## src/rtl/core/she_pkg.sv

```systemverilog
// ----------------------------------------------------------------------------
// Shot heat estimator package
// Item types, configuration types, phase codes and reset values.
// ----------------------------------------------------------------------------
package she_pkg;

    localparam int unsigned HEAT_W  = 20;
    localparam int unsigned TICKS_W = 16;
    localparam int unsigned CFG_W   = 20;
    localparam int unsigned CFG_IDX_W = 3;

    // Configuration register indexes
    localparam logic [CFG_IDX_W-1:0] CFG_TORQUE_THR  = 3'd0;
    localparam logic [CFG_IDX_W-1:0] CFG_SPEED_THR   = 3'd1;
    localparam logic [CFG_IDX_W-1:0] CFG_CONFIRM     = 3'd2;
    localparam logic [CFG_IDX_W-1:0] CFG_HEAT_SHOT   = 3'd3;
    localparam logic [CFG_IDX_W-1:0] CFG_COOLING     = 3'd4;

    // Register reset values
    localparam logic [14:0] RST_TORQUE_THR = 15'd8000;
    localparam logic [14:0] RST_SPEED_THR  = 15'd100;
    localparam logic [15:0] RST_CONFIRM    = 16'd15;
    localparam logic [19:0] RST_HEAT_SHOT  = 20'd10000;
    localparam logic [15:0] RST_COOLING    = 16'd80;

    // Phase codes as seen on the result item
    localparam logic [1:0] PHASE_CODE_NORMAL  = 2'd0;
    localparam logic [1:0] PHASE_CODE_SUSPECT = 2'd1;
    localparam logic [1:0] PHASE_CODE_FIRED   = 2'd2;
    localparam logic [1:0] PHASE_CODE_STOPPED = 2'd3;

    typedef enum logic [3:0] {
        PH_NORMAL  = 4'b0001,
        PH_SUSPECT = 4'b0010,
        PH_FIRED   = 4'b0100,
        PH_STOPPED = 4'b1000
    } t_phase;

    typedef struct packed {
        logic signed [15:0] wheel_torque;
        logic signed [15:0] wheel_speed;
        logic               shooter_off;
    } t_in_item;

    typedef struct packed {
        logic [1:0]        phase;
        logic [HEAT_W-1:0] heat_level;
        logic              shot_counted;
    } t_out_item;

    typedef struct packed {
        logic [14:0]        torque_threshold;
        logic [14:0]        speed_threshold;
        logic [15:0]        confirm_ticks;
        logic [HEAT_W-1:0]  heat_per_shot;
        logic [15:0]        cooling_per_tick;
    } t_cfg;

    function automatic logic [1:0] phase_code(input t_phase ph);
        logic [1:0] code;
        case (ph)
            PH_NORMAL:  code = PHASE_CODE_NORMAL;
            PH_SUSPECT: code = PHASE_CODE_SUSPECT;
            PH_FIRED:   code = PHASE_CODE_FIRED;
            PH_STOPPED: code = PHASE_CODE_STOPPED;
            default:    code = PHASE_CODE_STOPPED;
        endcase
        return code;
    endfunction

    // Magnitude of a 16-bit two's complement sample; the most negative
    // value yields 32768.
    function automatic logic [16:0] magnitude16(input logic [15:0] v);
        logic [16:0] mag;
        if (v[15]) begin
            mag = 17'h10000 - {1'b0, v};
        end else begin
            mag = {1'b0, v};
        end
        return mag;
    endfunction

endpackage

```

## src/rtl/core/she_cfg_regs.sv

```systemverilog
// ----------------------------------------------------------------------------
// Shot heat estimator configuration registers
// Holds the five tuning registers; writes to unknown indexes are dropped.
// ----------------------------------------------------------------------------
module she_cfg_regs (
    input  logic                           i_clk,
    input  logic                           i_rst_n,
    input  logic                           i_cfg_wr_en,
    input  logic [she_pkg::CFG_IDX_W-1:0]  i_cfg_index,
    input  logic [she_pkg::CFG_W-1:0]      i_cfg_data,
    output she_pkg::t_cfg                  o_cfg
);
    import she_pkg::*;

    t_cfg r_cfg;

    always_ff @(posedge i_clk) begin
        if (!i_rst_n) begin
            r_cfg.torque_threshold <= RST_TORQUE_THR;
            r_cfg.speed_threshold  <= RST_SPEED_THR;
            r_cfg.confirm_ticks    <= RST_CONFIRM;
            r_cfg.heat_per_shot    <= RST_HEAT_SHOT;
            r_cfg.cooling_per_tick <= RST_COOLING;
        end else if (i_cfg_wr_en) begin
            case (i_cfg_index)
                CFG_TORQUE_THR: r_cfg.torque_threshold <= i_cfg_data[14:0];
                CFG_SPEED_THR:  r_cfg.speed_threshold  <= i_cfg_data[14:0];
                CFG_CONFIRM:    r_cfg.confirm_ticks    <= i_cfg_data[15:0];
                CFG_HEAT_SHOT:  r_cfg.heat_per_shot    <= i_cfg_data[HEAT_W-1:0];
                CFG_COOLING:    r_cfg.cooling_per_tick <= i_cfg_data[15:0];
                default: begin
                end
            endcase
        end
    end

    assign o_cfg = r_cfg;

endmodule

```

## src/rtl/core/she_tick_core.sv

```systemverilog
// ----------------------------------------------------------------------------
// Shot heat estimator tick core
// Phase machine, phase tick counter and heat store; one tick per advance.
// ----------------------------------------------------------------------------
module she_tick_core (
    input  logic               i_clk,
    input  logic               i_rst_n,
    input  logic               i_advance,
    input  she_pkg::t_in_item  i_item,
    input  she_pkg::t_cfg      i_cfg,
    output she_pkg::t_out_item o_result
);
    import she_pkg::*;

    t_phase                r_phase;
    t_phase                n_phase;
    logic [TICKS_W-1:0]    r_ticks;
    logic [TICKS_W-1:0]    n_ticks;
    logic [HEAT_W-1:0]     r_heat;
    logic [HEAT_W-1:0]     n_heat;

    logic [TICKS_W-1:0]    ticks_inc;
    logic [16:0]           torque_mag;
    logic [16:0]           speed_mag;
    logic [HEAT_W:0]       heat_sum;
    logic [HEAT_W-1:0]     heat_mid;
    logic [HEAT_W-1:0]     cool_ext;
    logic                  shot;

    assign torque_mag = magnitude16(i_item.wheel_torque);
    assign speed_mag  = magnitude16(i_item.wheel_speed);
    assign ticks_inc  = (&r_ticks) ? r_ticks : r_ticks + 1'b1;
    assign heat_sum   = {1'b0, r_heat} + {1'b0, i_cfg.heat_per_shot};
    assign cool_ext   = {{(HEAT_W-16){1'b0}}, i_cfg.cooling_per_tick};

    always_comb begin
        n_phase  = r_phase;
        n_ticks  = ticks_inc;
        heat_mid = r_heat;
        shot     = 1'b0;
        case (r_phase)
            PH_NORMAL: begin
                if (torque_mag >= {2'b00, i_cfg.torque_threshold}) begin
                    n_phase = PH_SUSPECT;
                    n_ticks = '0;
                end else if (i_item.shooter_off) begin
                    n_phase = PH_STOPPED;
                    n_ticks = '0;
                end
            end
            PH_SUSPECT: begin
                if (ticks_inc >= i_cfg.confirm_ticks) begin
                    n_phase = PH_FIRED;
                    n_ticks = '0;
                end
            end
            PH_FIRED: begin
                // saturate the add at full scale
                heat_mid = heat_sum[HEAT_W] ? {HEAT_W{1'b1}} : heat_sum[HEAT_W-1:0];
                shot     = 1'b1;
                n_phase  = PH_NORMAL;
                n_ticks  = '0;
            end
            PH_STOPPED: begin
                if (speed_mag >= {2'b00, i_cfg.speed_threshold}) begin
                    n_phase = PH_NORMAL;
                    n_ticks = '0;
                end
            end
            default: begin
                n_phase = PH_STOPPED;
                n_ticks = '0;
            end
        endcase
        // cool last, floor at zero
        n_heat = (heat_mid > cool_ext) ? heat_mid - cool_ext : '0;
    end

    always_ff @(posedge i_clk) begin
        if (!i_rst_n) begin
            r_phase <= PH_STOPPED;
            r_ticks <= '0;
            r_heat  <= '0;
        end else if (i_advance) begin
            r_phase <= n_phase;
            r_ticks <= n_ticks;
            r_heat  <= n_heat;
        end
    end

    assign o_result.phase        = phase_code(n_phase);
    assign o_result.heat_level   = n_heat;
    assign o_result.shot_counted = shot;

endmodule

```

## src/rtl/core/shot_heat_estimator.sv

```systemverilog
// ----------------------------------------------------------------------------
// Shot heat estimator
// Per-tick barrel heat estimate for a friction-wheel shooter.
// ----------------------------------------------------------------------------
// Each input item is one control tick (torque, speed, shooter-off flag) and
// yields exactly one result item (phase, heat in milli-units, shot flag).
// The block takes one item per clock cycle when the output side keeps up;
// an input register and a result register bracket the combinational tick
// logic. Phase machine and heat state advance as an item moves from the
// input register into the result register, so the next item always sees
// the state left by the previous one. Configuration writes take effect on
// the next edge and are meant to happen only while no item is in flight.
// ----------------------------------------------------------------------------
module shot_heat_estimator (
    input  logic                           i_clk,
    input  logic                           i_rst_n,
    // configuration write port
    input  logic                           i_cfg_wr_en,
    input  logic [she_pkg::CFG_IDX_W-1:0]  i_cfg_index,
    input  logic [she_pkg::CFG_W-1:0]      i_cfg_data,
    // tick input channel
    input  logic                           i_in_valid,
    output logic                           o_in_stall,
    input  she_pkg::t_in_item              i_in_item,
    // result channel
    output logic                           o_out_valid,
    input  logic                           i_out_stall,
    output she_pkg::t_out_item             o_out_item
);
    import she_pkg::*;

    t_cfg       cfg;
    t_out_item  result;

    logic       r_in_valid;
    t_in_item   r_in_item;
    logic       r_out_valid;
    t_out_item  r_out_item;

    logic       out_free;   // result register can take a new item
    logic       advance;    // item moves from input register to result register
    logic       in_take;    // input channel handshake completes

    she_cfg_regs u_cfg (
        .i_clk       (i_clk),
        .i_rst_n     (i_rst_n),
        .i_cfg_wr_en (i_cfg_wr_en),
        .i_cfg_index (i_cfg_index),
        .i_cfg_data  (i_cfg_data),
        .o_cfg       (cfg)
    );

    she_tick_core u_core (
        .i_clk     (i_clk),
        .i_rst_n   (i_rst_n),
        .i_advance (advance),
        .i_item    (r_in_item),
        .i_cfg     (cfg),
        .o_result  (result)
    );

    // The result register frees up when empty or when its item is taken.
    assign out_free   = !r_out_valid || !i_out_stall;
    assign advance    = r_in_valid && out_free;
    // Stall the input only while a held item cannot move on.
    assign o_in_stall = r_in_valid && !out_free;
    assign in_take    = i_in_valid && !o_in_stall;

    // Input register: valid bit under reset, payload without.
    always_ff @(posedge i_clk) begin
        if (!i_rst_n) begin
            r_in_valid <= 1'b0;
        end else if (in_take) begin
            r_in_valid <= 1'b1;
        end else if (advance) begin
            r_in_valid <= 1'b0;
        end
    end

    always_ff @(posedge i_clk) begin
        if (in_take) begin
            r_in_item <= i_in_item;
        end
    end

    // Result register: load on advance, hold while stalled.
    always_ff @(posedge i_clk) begin
        if (!i_rst_n) begin
            r_out_valid <= 1'b0;
        end else if (out_free) begin
            r_out_valid <= advance;
        end
    end

    always_ff @(posedge i_clk) begin
        if (advance) begin
            r_out_item <= result;
        end
    end

    assign o_out_valid = r_out_valid;
    assign o_out_item  = r_out_item;

endmodule

```

## config.mk

```make
export PLATFORM = sky130hd
export DESIGN_NAME = shot_heat_estimator
export DESIGN_NICKNAME = d
export VERILOG_FILES = /design/src/rtl/core/she_pkg.sv /design/src/rtl/core/she_cfg_regs.sv /design/src/rtl/core/she_tick_core.sv /design/src/rtl/core/shot_heat_estimator.sv
export SDC_FILE = /design/constraint.sdc
export NUM_CORES = 1
export LEC_CHECK = 0
export BUFFER_PORTS_ARGS = -buffer_cell sky130_fd_sc_hd__clkbuf_2
export CAP_MARGIN = 15
export CORE_MARGIN = 3
export CORE_UTILIZATION = 50
export DETAILED_ROUTE_END_ITERATION = 12
export GPL_ROUTABILITY_DRIVEN = 0
export PLACE_DENSITY = 0.71
export SYNTH_ARGS = -nofsm -noshare
export SYNTH_HDL_FRONTEND = slang
export SYNTH_HIERARCHICAL = 1
export SYNTH_SLANG_ARGS = --single-unit
```

## constraint.sdc

```tcl
create_clock -name i_clk -period 4.4 [get_ports i_clk]
set_clock_uncertainty 0.1 [all_clocks]
set_input_delay 0.66 -clock i_clk [delete_from_list [all_inputs] [get_ports i_clk]]
set_output_delay 0.66 -clock i_clk [all_outputs]
set_load 0.05 [all_outputs]
```

==> results of run 1 <==
-- repair_timing --
action	in CTS	in global routing
resized for setup	17	78
buffers inserted	6	8
gates cloned	0	2
pin swaps	6	44
endpoints found under the setup margin	40	58
endpoints found under the hold margin	0	0
-- Yosys cell counts (all sizes together) (4+ instances only) --
cell,n,share of area (%)
or2,6,0.35
a21o,14,0.97
o21a,10,0.69
nand2b,17,0.98
o211ai,8,0.55
nor3,17,0.78
dfxtp,124,23
and4,4,0.32
nand4b,5,0.40
o31ai,7,0.48
nand3,36,1.7
a31oi,6,0.35
nor2,53,1.8
mux2i,83,7.7
and2,15,0.86
a211oi,17,1.2
nand2,138,4.8
clkbuf,34,1.2
nand4,10,0.58
a21oi,69,3.2
a31o,5,0.40
or4b,4,0.37
inv,80,2.8
o41ai,5,0.40
buf,16,0.96
edfxtp,56,15
a22o,17,1.4
xnor2,48,3.9
ha,85,9.8
a211o,5,0.40
or3,8,0.46
nor2b,63,3.6
nor4,5,0.29
and3,13,0.80
xor2,12,0.97
o21ai,45,2.1
-- worst max-delay path, cell delays in order, from the launching register on --
cell and delay [ns]:
dfxtp_2 0.37, ha_4 0.15, inv_2 0.04, fa_2 0.33
nand2b_4 0.16, a21oi_4 0.15, o2111ai_2 0.14, a211oi_2 0.35
nor2_2 0.09, buf_6 0.16, a21oi_4 0.16, ha_4 0.23
a21oi_2 0.17, inv_2 0.07, o21ai_4 0.21, a21oi_4 0.10
a221oi_2 0.29, o21ai_1 0.12, a2111o_1 0.46, buf_6 0.16
and3b_1 0.18, a22o_1 0.20
-- cell families after synthesis --
family                     after synthesis  synth area share (%)
and+or+nand+nor                        410                  19.6
AOI/OAI and AO/OA                      232                  14.1
DFF                                    180                  38.4
buffers and inverters                  131                  4.93
adders and majority gates               87                  10.2
muxes                                   86                  7.96
xor gates and xnor gates                60                  4.84
-- placed cells by master (no fill, tap or decap), drive strengths merged, types with 45 or more instances in the layout --
cell / instances
ha: 85
a21oi: 69
inv: 85
nand2: 138
nor2b: 63
buf: 104
xnor2: 48
clkbuf: 106
o21ai: 45
edfxtp: 56
nor2: 53
mux2i: 83
dfxtp: 124
-- final timing paths --
kind | cells after the start | end
worst max-delay path | 21 | u_core/r_heat[6]
worst max register to register | 21 | u_core/r_heat[6]
worst min register to register | 2 | u_cfg/o_cfg[14]
worst min-delay path | 1 | r_in_item[7]
-- area by class of cell --
class	instances	area (µm²)	area share, %
timing repair buffer	188	1220	9.27
sequential	180	4170	31.5
tap	275	344	2.60
clock inverter	10	73.8	0.559
inverter	81	307	2.32
multi-input combinational	875	6630	50.2
clock buffer	22	464	3.51
-- layer usage --
layer / GRT usage (%) / wire length (µm)
met1: 29.3 / 12000
met2: 35.3 / 12300
met3: 3.28 / 1010
met4: 7.11 / 582
met5: 0 / 0
-- sequential cells by signal (all words and copies together) (netlist names) --
name	flops
o_out_item	23
u_core/r_ticks	16
o_out_valid	1
u_cfg/o_cfg	82
u_core/r_phase	4
r_in_item	33
r_in_valid	1
u_core/r_heat	20
-- where the power goes --
part / total, mW / internal (mW) / leakage, nW / switching (mW)
Sequential: 2.13 / 2.00 / 1.55 / 0.133
Combinational: 3.46 / 1.68 / 3.74 / 1.78
Clock: 1.41 / 0.759 / 0.266 / 0.648
-- per-stage QoR --
stage               TNS (ns)  cells  total power [mW]  utilization, %
floorplan                  0   1186              4.09               -
global placement       -2.66   1584              5.02            57.4
detailed placement     -7.43   1584              5.08            57.4
CTS                   -0.546   1622              6.56            60.5
global route           -9.09   1631              7.40            62.4
finish                 -1.97   1631              7.00            62.4
==> flow_metrics.env, run 1 <==
export IMPL_firstDrtPassIters=5
export IMPL_setup_violations=33
export IMPL_die_y_um=153
export IMPL_overflow=0
export IMPL_syn_avg_cell_area_um2=9.15
export IMPL_cp_end_kind="flop"
export IMPL_grt_max_degree=62
export IMPL_synth_distinct_cells=78
export IMPL_fillCellCount=1744
export IMPL_wl_per_cell_um=15.8
export IMPL_vias_per_cell=5.51
export IMPL_ir_drop_v=0.000381
export IMPL_drive_gt1_share_pct=23.5
export IMPL_drtIter0Drc=509
export IMPL_async_flop_share_pct=0
export IMPL_clkTransAtPathRegs_ns=0.07
export IMPL_required_ns=4.62
export IMPL_worstSkewPairLatency_ns=0.43
export IMPL_postRouteAntennaNets=0
export IMPL_syn_cell_area_um2=10900
export IMPL_track_usage_pct=21.5
export IMPL_start_kind="flop"
export IMPL_final_area_um2=13200
export IMPL_syn2layout_area_growth_pct=21.7
export IMPL_start_util_pct=51.3
export IMPL_tritoncts="yes"
export IMPL_remaining_drc_errors=0
export IMPL_io_buffers=85
export IMPL_ys_ff_latch=180
export IMPL_layout_setup_ws_ns=-0.116
export IMPL_synth_ff_type="dfxtp_1"
export IMPL_status="finished with violations"
export IMPL_ioPinCount=86
export IMPL_min_period_over_period_pct=103
export IMPL_cts_max_level=4
export IMPL_synth_edff_count=56
export IMPL_ctsHoldBuffers=0
export IMPL_clk_path_buf_depth=2
export IMPL_ys_warn_count=6
export IMPL_clockRootBuffer="clkbuf_16"
export IMPL_clock_fmax_ghz=0.221
export IMPL_p_leak_nw=5.55
export IMPL_cp_max_fo=8
export IMPL_place_area_um2=12200
export IMPL_syn_nets=1334
export IMPL_drv_cap=0
export IMPL_core_area_um2=21200
export IMPL_crit_start="u_core/r_heat[0]"
export IMPL_tightest_slew_ns=0.751
export IMPL_die_x_um=153
export IMPL_numCtsBuffers=17
export IMPL_grt_first_pass_wirelength_um=41800
export IMPL_critical_path_class="flop to flop"
export IMPL_drv_slew=0
export IMPL_netlist_instances=1186
export IMPL_dp_hpwl_um=18900
export IMPL_rows=53
export IMPL_nNetsFinal=1491
export IMPL_cts_sinks=180
export IMPL_r2r_slack_ns=-0.12
export IMPL_die_area_um2=23500
export IMPL_hold_slack_ns=0.301
export IMPL_min_from="i_in_item[7]"
export IMPL_num_antenna_cells=0
export IMPL_slew_headroom_pct=49.6
export IMPL_pwr_density_cell_nw_per_um2=530
export IMPL_preCtsSetupSlack_ns=-0.254
export IMPL_period_minus_slack_ns=4.52
export IMPL_worstReg2RegStart="u_core/r_heat[0]"
export IMPL_hp_class="primary input to flop"
export IMPL_antenna_found_initial=0
export IMPL_wl_um=25800
export IMPL_violations="negative setup slack"
export IMPL_grt_setup_unrepaired="yes"
export IMPL_seq_area_frac_synth_pct=38.4
export IMPL_final_hold_viol_count=0
export IMPL_dr_total_vias=8991
export IMPL_grt_pass1_vias=8639
export IMPL_arrival_ns=4.74
Note: power is estimated with default switching activity, not from simulation.
==> inputs of run 2 (changes only) <==
RECOVER_POWER = 25   (was unset)
==> flow_metrics.env, run 2 (same netlist as run 1, synthesis figures left out) <==
export IMPL_dr_total_vias=8991
export IMPL_arrival_ns=4.74
export IMPL_core_area_um2=21200
export IMPL_status="finished with violations"
export IMPL_largest_register_ff_count=82
export IMPL_drtIter0Drc=588
export IMPL_grt_first_pass_wirelength_um=41800
export IMPL_tightest_slew_ns=1.52
export IMPL_antenna_found_initial=0
export IMPL_tritoncts="yes"
export IMPL_clock_fmax_ghz=0.222
export IMPL_ctsHoldBuffers=0
export IMPL_clk_path_buf_depth=2
export IMPL_min_period_over_period_pct=103
export IMPL_worstSkewPairLatency_ns=0.44
export IMPL_layout_setup_ws_ns=-0.115
export IMPL_num_antenna_cells=0
export IMPL_grt_pass1_vias=8639
export IMPL_met1_length_um=11900
export IMPL_whs_path_depth=1
export IMPL_hp_class="primary input to flop"
export IMPL_overflow=0
export IMPL_io_buffers=85
export IMPL_drive_gt1_share_pct=22.9
export IMPL_vias_per_cell=5.51
export IMPL_drv_slew=34
export IMPL_track_usage_pct=21.5
export IMPL_hold_slack_ns=0.297
export IMPL_pwr_density_cell_nw_per_um2=531
export IMPL_cp_top_family="compound AO/OA/AOI/OAI gates"
export IMPL_start_kind="flop"
export IMPL_ioPinCount=86
export IMPL_dpl_cell_count=1584
export IMPL_nNetsFinal=1491
export IMPL_grt_setup_unrepaired="yes"
export IMPL_numCtsBuffers=17
export IMPL_dp_hpwl_um=18900
export IMPL_die_area_um2=23500
export IMPL_reg2reg_depth=21
export IMPL_required_ns=4.63
export IMPL_postRouteAntennaNets=0
export IMPL_cp_cell_sequence="ha_4 -> inv_2 -> fa_2 -> nand2b_4 -> a21oi_4 -> o2111ai_2 -> a211oi_2 -> nor2_2 -> buf_6 -> a21oi_4 -> ha_4 -> a21oi_2 -> inv_2 -> o21ai_4 -> a21oi_4 -> a221oi_2 -> o21ai_1 -> a2111o_1 -> buf_2 -> and2_1 -> a22o_1"
export IMPL_setup_violations=33
export IMPL_crit_start="u_core/r_heat[0]"
export IMPL_dr_wl_met3_um=1100
export IMPL_wl_um=25800
export IMPL_start_util_pct=51.3
export IMPL_clkTransAtPathRegs_ns=0.07
export IMPL_final_util_pct=62.3
export IMPL_violations="max-capacitance violations, max-slew violations, negative setup slack"
export IMPL_period_minus_slack_ns=4.51
export IMPL_syn2layout_area_growth_pct=21.3
export IMPL_worstHoldEndpoint="r_in_item[7]"
export IMPL_path_buf_inv=4
export IMPL_drv_cap=1
export IMPL_rows=53
export IMPL_critical_path_class="flop to flop"
export IMPL_min_from="i_in_item[7]"
export IMPL_firstDrtPassIters=5
export IMPL_worstReg2RegStart="u_core/r_heat[0]"
export IMPL_mostFrequentLayoutCell="nand2_1"
export IMPL_top_layer_used="met4"
export IMPL_crit_reg2reg_capture="u_core/r_heat[9]"
export IMPL_ir_drop_v=0.000379
export IMPL_p_leak_nw=5.52
export IMPL_remaining_drc_errors=0
export IMPL_clockRootBuffer="clkbuf_16"
export IMPL_cp_end_kind="flop"
export IMPL_r2r_slack_ns=-0.11
export IMPL_slowest_stage="a2111o_1"
export IMPL_critPathMaxStageDelay_ns=0.46
export IMPL_cp_depth=21
export IMPL_wl_met2_um=12200
export IMPL_finalPower_mw=7.00
export IMPL_final_hold_viol_count=0
export IMPL_stdcell_count=1631
export IMPL_die_y_um=153
export IMPL_slew_headroom_pct=-1.49
export IMPL_timing_critical_path_mode_cell="a21oi_4"
export IMPL_die_x_um=153
export IMPL_cp_max_fo=7
export IMPL_wl_per_cell_um=15.8
export IMPL_cts_max_level=4
export IMPL_grt_max_degree=62
export IMPL_mostFrequentLayoutCells="nand2_1, dfxtp_1, buf_4"
export IMPL_cts_sinks=180
[run 2: final cells by class]
class / count / area, µm²
well taps: 275 / 344
fillers: 1749 / 7980
multi-input cells: 875 / 6610
repair buffers: 188 / 1210
clock inverters: 10 / 73.8
flip-flops and latches: 180 / 4170
inverters: 81 / 307
clock buffers: 22 / 464
[run 2: what timing repair did]
| action | 4_1_cts | 5_1_grt |
|---|---|---|
| pin swaps | 6 | 44 |
| cloned | 0 | 2 |
| resized for setup | 17 | 78 |
| buffers inserted | 6 | 8 |
| setup endpoints to repair | 40 | 58 |
[run 2: worst max path at each step]
stage | end | slack, ns
after floorplan | u_core/r_heat[2] | 0.01
after global placement | u_core/r_heat[2] | -0.13
after detailed placement | u_core/r_heat[2] | -0.25
after CTS | u_core/r_heat[6] | -0.06
after global routing | u_core/r_heat[6] | -0.30
final | u_core/r_heat[9] | -0.11
[run 2: stage by stage]
step	setup WS (ns)	TNS, ns	area (µm²)
6_report	-0.115	-1.94	13200
5_1_grt	-0.295	-9.09	13200
4_1_cts	-0.0613	-0.546	12800
3_5_place_dp	-0.254	-7.43	12200
3_3_place_gp	-0.128	-2.66	12200
2_1_floorplan	0.0123	0	10900
[run 2: layer usage]
metal	vias up	track usage, %
met5	-	0
met1	4192	29.3
li1	4514	-
met3	45	3.28
met4	0	7.11
met2	240	35.3
[run 2: report_power, final]
group | switching [mW] | leakage, nW | internal (mW)
registers | 0.134 | 1.55 | 2.00
clock network | 0.650 | 0.266 | 0.758
logic | 1.77 | 3.71 | 1.68
total | 2.56 | 5.52 | 4.44
==> inputs of run 3 (changes only) <==
BUFFER_PORTS_ARGS = -buffer_cell sky130_fd_sc_hd__buf_2   (was -buffer_cell sky130_fd_sc_hd__clkbuf_2)
==> flow_metrics.env, run 3 (same netlist as run 1, synthesis figures left out) <==
export IMPL_required_ns=4.62
export IMPL_arrival_ns=4.67
export IMPL_multiInputGateArea_um2=6680
export IMPL_fin_setup_tns_ns=-0.291
export IMPL_start_util_pct=51.3
export IMPL_core_area_um2=21200
export IMPL_clockRootBuffer="clkbuf_16"
export IMPL_ir_drop_v=0.000408
export IMPL_firstDrtPassIters=7
export IMPL_slowest_stage="a2111o_1"
export IMPL_wl_um=27500
export IMPL_clk_path_buf_depth=2
export IMPL_layout_setup_ws_ns=-0.0507
export IMPL_place_area_um2=12200
export IMPL_final_area_um2=13400
export IMPL_die_x_um=153
export IMPL_final_hold_viol_count=0
export IMPL_drv_slew=34
export IMPL_grt_first_pass_wirelength_um=44100
export IMPL_ctsHoldBuffers=0
export IMPL_worstSkewPairLatency_ns=0.43
export IMPL_tightest_slew_ns=1.53
export IMPL_postRouteAntennaNets=0
export IMPL_grt_pass1_vias=9065
export IMPL_cp_top_family="compound AO/OA/AOI/OAI gates"
export IMPL_ioPinCount=86
export IMPL_die_area_um2=23500
export IMPL_start_kind="flop"
export IMPL_antenna_found_initial=0
export IMPL_die_y_um=153
export IMPL_syn2layout_area_growth_pct=23.3
export IMPL_clock_fmax_ghz=0.225
export IMPL_drv_cap=1
export IMPL_p_leak_nw=5.61
export IMPL_dp_hpwl_um=19200
export IMPL_path_buf_inv=3
export IMPL_numCtsBuffers=17
export IMPL_min_period_over_period_pct=101
export IMPL_mostFrequentLayoutCell="nand2_1"
export IMPL_cp_cell_sequence="ha_1 -> a21oi_1 -> o311a_1 -> a211oi_2 -> buf_4 -> or2_4 -> buf_4 -> o22a_1 -> ha_2 -> nand3_2 -> nor3_2 -> and3_1 -> o21ai_2 -> a2111o_1 -> buf_6 -> and3b_1 -> a22o_1"
export IMPL_fillCellCount=1721
export IMPL_remaining_drc_errors=0
export IMPL_setup_violations=13
export IMPL_critPathMaxStageDelay_ns=0.44
export IMPL_hp_class="primary input to flop"
export IMPL_critical_path_class="flop to flop"
export IMPL_grt_max_degree=62
export IMPL_track_usage_pct=22.7
export IMPL_largest_register_ff_count=82
export IMPL_wl_per_cell_um=16.8
export IMPL_cts_sinks=180
export IMPL_mostFrequentLayoutCells="nand2_1, dfxtp_1, buf_4"
export IMPL_slew_headroom_pct=-1.84
export IMPL_num_antenna_cells=0
export IMPL_dpl_cell_count=1585
export IMPL_drive_gt1_share_pct=24.7
export IMPL_status="finished with violations"
export IMPL_nNetsFinal=1501
export IMPL_pwr_density_cell_nw_per_um2=560
export IMPL_timing_critical_path_mode_cell="buf_4"
export IMPL_rows=53
export IMPL_vias_per_cell=5.62
export IMPL_tritoncts="yes"
export IMPL_stdcell_count=1641
export IMPL_cts_max_level=4
export IMPL_violations="max-capacitance violations, max-slew violations, negative setup slack"
export IMPL_clkTransAtPathRegs_ns=0.07
export IMPL_cp_end_kind="flop"
export IMPL_period_minus_slack_ns=4.45
export IMPL_dr_total_vias=9227
export IMPL_preCtsSetupSlack_ns=-0.214
export IMPL_drtIter0Drc=649
export IMPL_cp_max_fo=8
export IMPL_regArea_um2=4180
export IMPL_grt_setup_unrepaired="yes"
export IMPL_io_buffers=85
export IMPL_overflow=0
==> run 3: cell count changes in the layout (fill, tap and decap cells not counted), moves of 4 or more <==
cell,delta
buf_2,+83
buf_4,+10
clkbuf_2,-82
dfxtp_1,-5
dfxtp_2,+4
ha_1,-4
==> run 3: repair_timing <==
action,in CTS,in global routing
pin swaps,25,29
gates cloned,2,0
buffers inserted,14,8
resized for setup,46,69
endpoints found under the setup margin,40,58
==> run 3: worst paths after layout <==
path / to / depth (start not counted) / slack (ns) / startpoint
max: u_core/r_heat[6] / 17 / -0.05 / u_core/r_heat[15]
min: r_in_item[12] / 1 / 0.30 / i_in_item[12]
max reg2reg: u_core/r_heat[6] / 17 / -0.05 / u_core/r_heat[15]
min reg2reg: u_cfg/o_cfg[7] / 2 / 0.36 / u_cfg/o_cfg[7]
==> run 3: metal layers <==
metal,global-route usage [%],wire [µm]
met1,30.0,12200
met2,38.0,13200
met3,3.82,1440
met4,7.32,684
met5,0,0
==> run 3: final cells by class <==
type / count / share of cell area (%)
repair buffers: 198 / 9.65
clock inverters: 11 / 0.860
multi-input cells: 875 / 49.9
flip-flops and latches: 180 / 31.2
inverters: 81 / 2.30
clock buffers: 21 / 3.53
well taps: 275 / 2.57
==> run 3: metrics by stage <==
step,power (mW),utilization (%),hold slack [ns]
6_report,7.49,63.3,0.298
3_3_place_gp,5.02,57.5,0.342
4_1_cts,6.90,61.6,0.282
3_5_place_dp,5.09,57.5,0.350
2_1_floorplan,4.09,-,0.335
5_1_grt,7.89,63.3,0.279
==> run 3: report_power, final <==
| part | total [mW] | internal [mW] | leakage, nW | switching (mW) |
|---|---|---|---|---|
| sequential | 2.13 | 2.00 | 1.55 | 0.132 |
| combinational | 3.84 | 1.88 | 3.77 | 1.96 |
| clock | 1.52 | 0.845 | 0.292 | 0.672 |
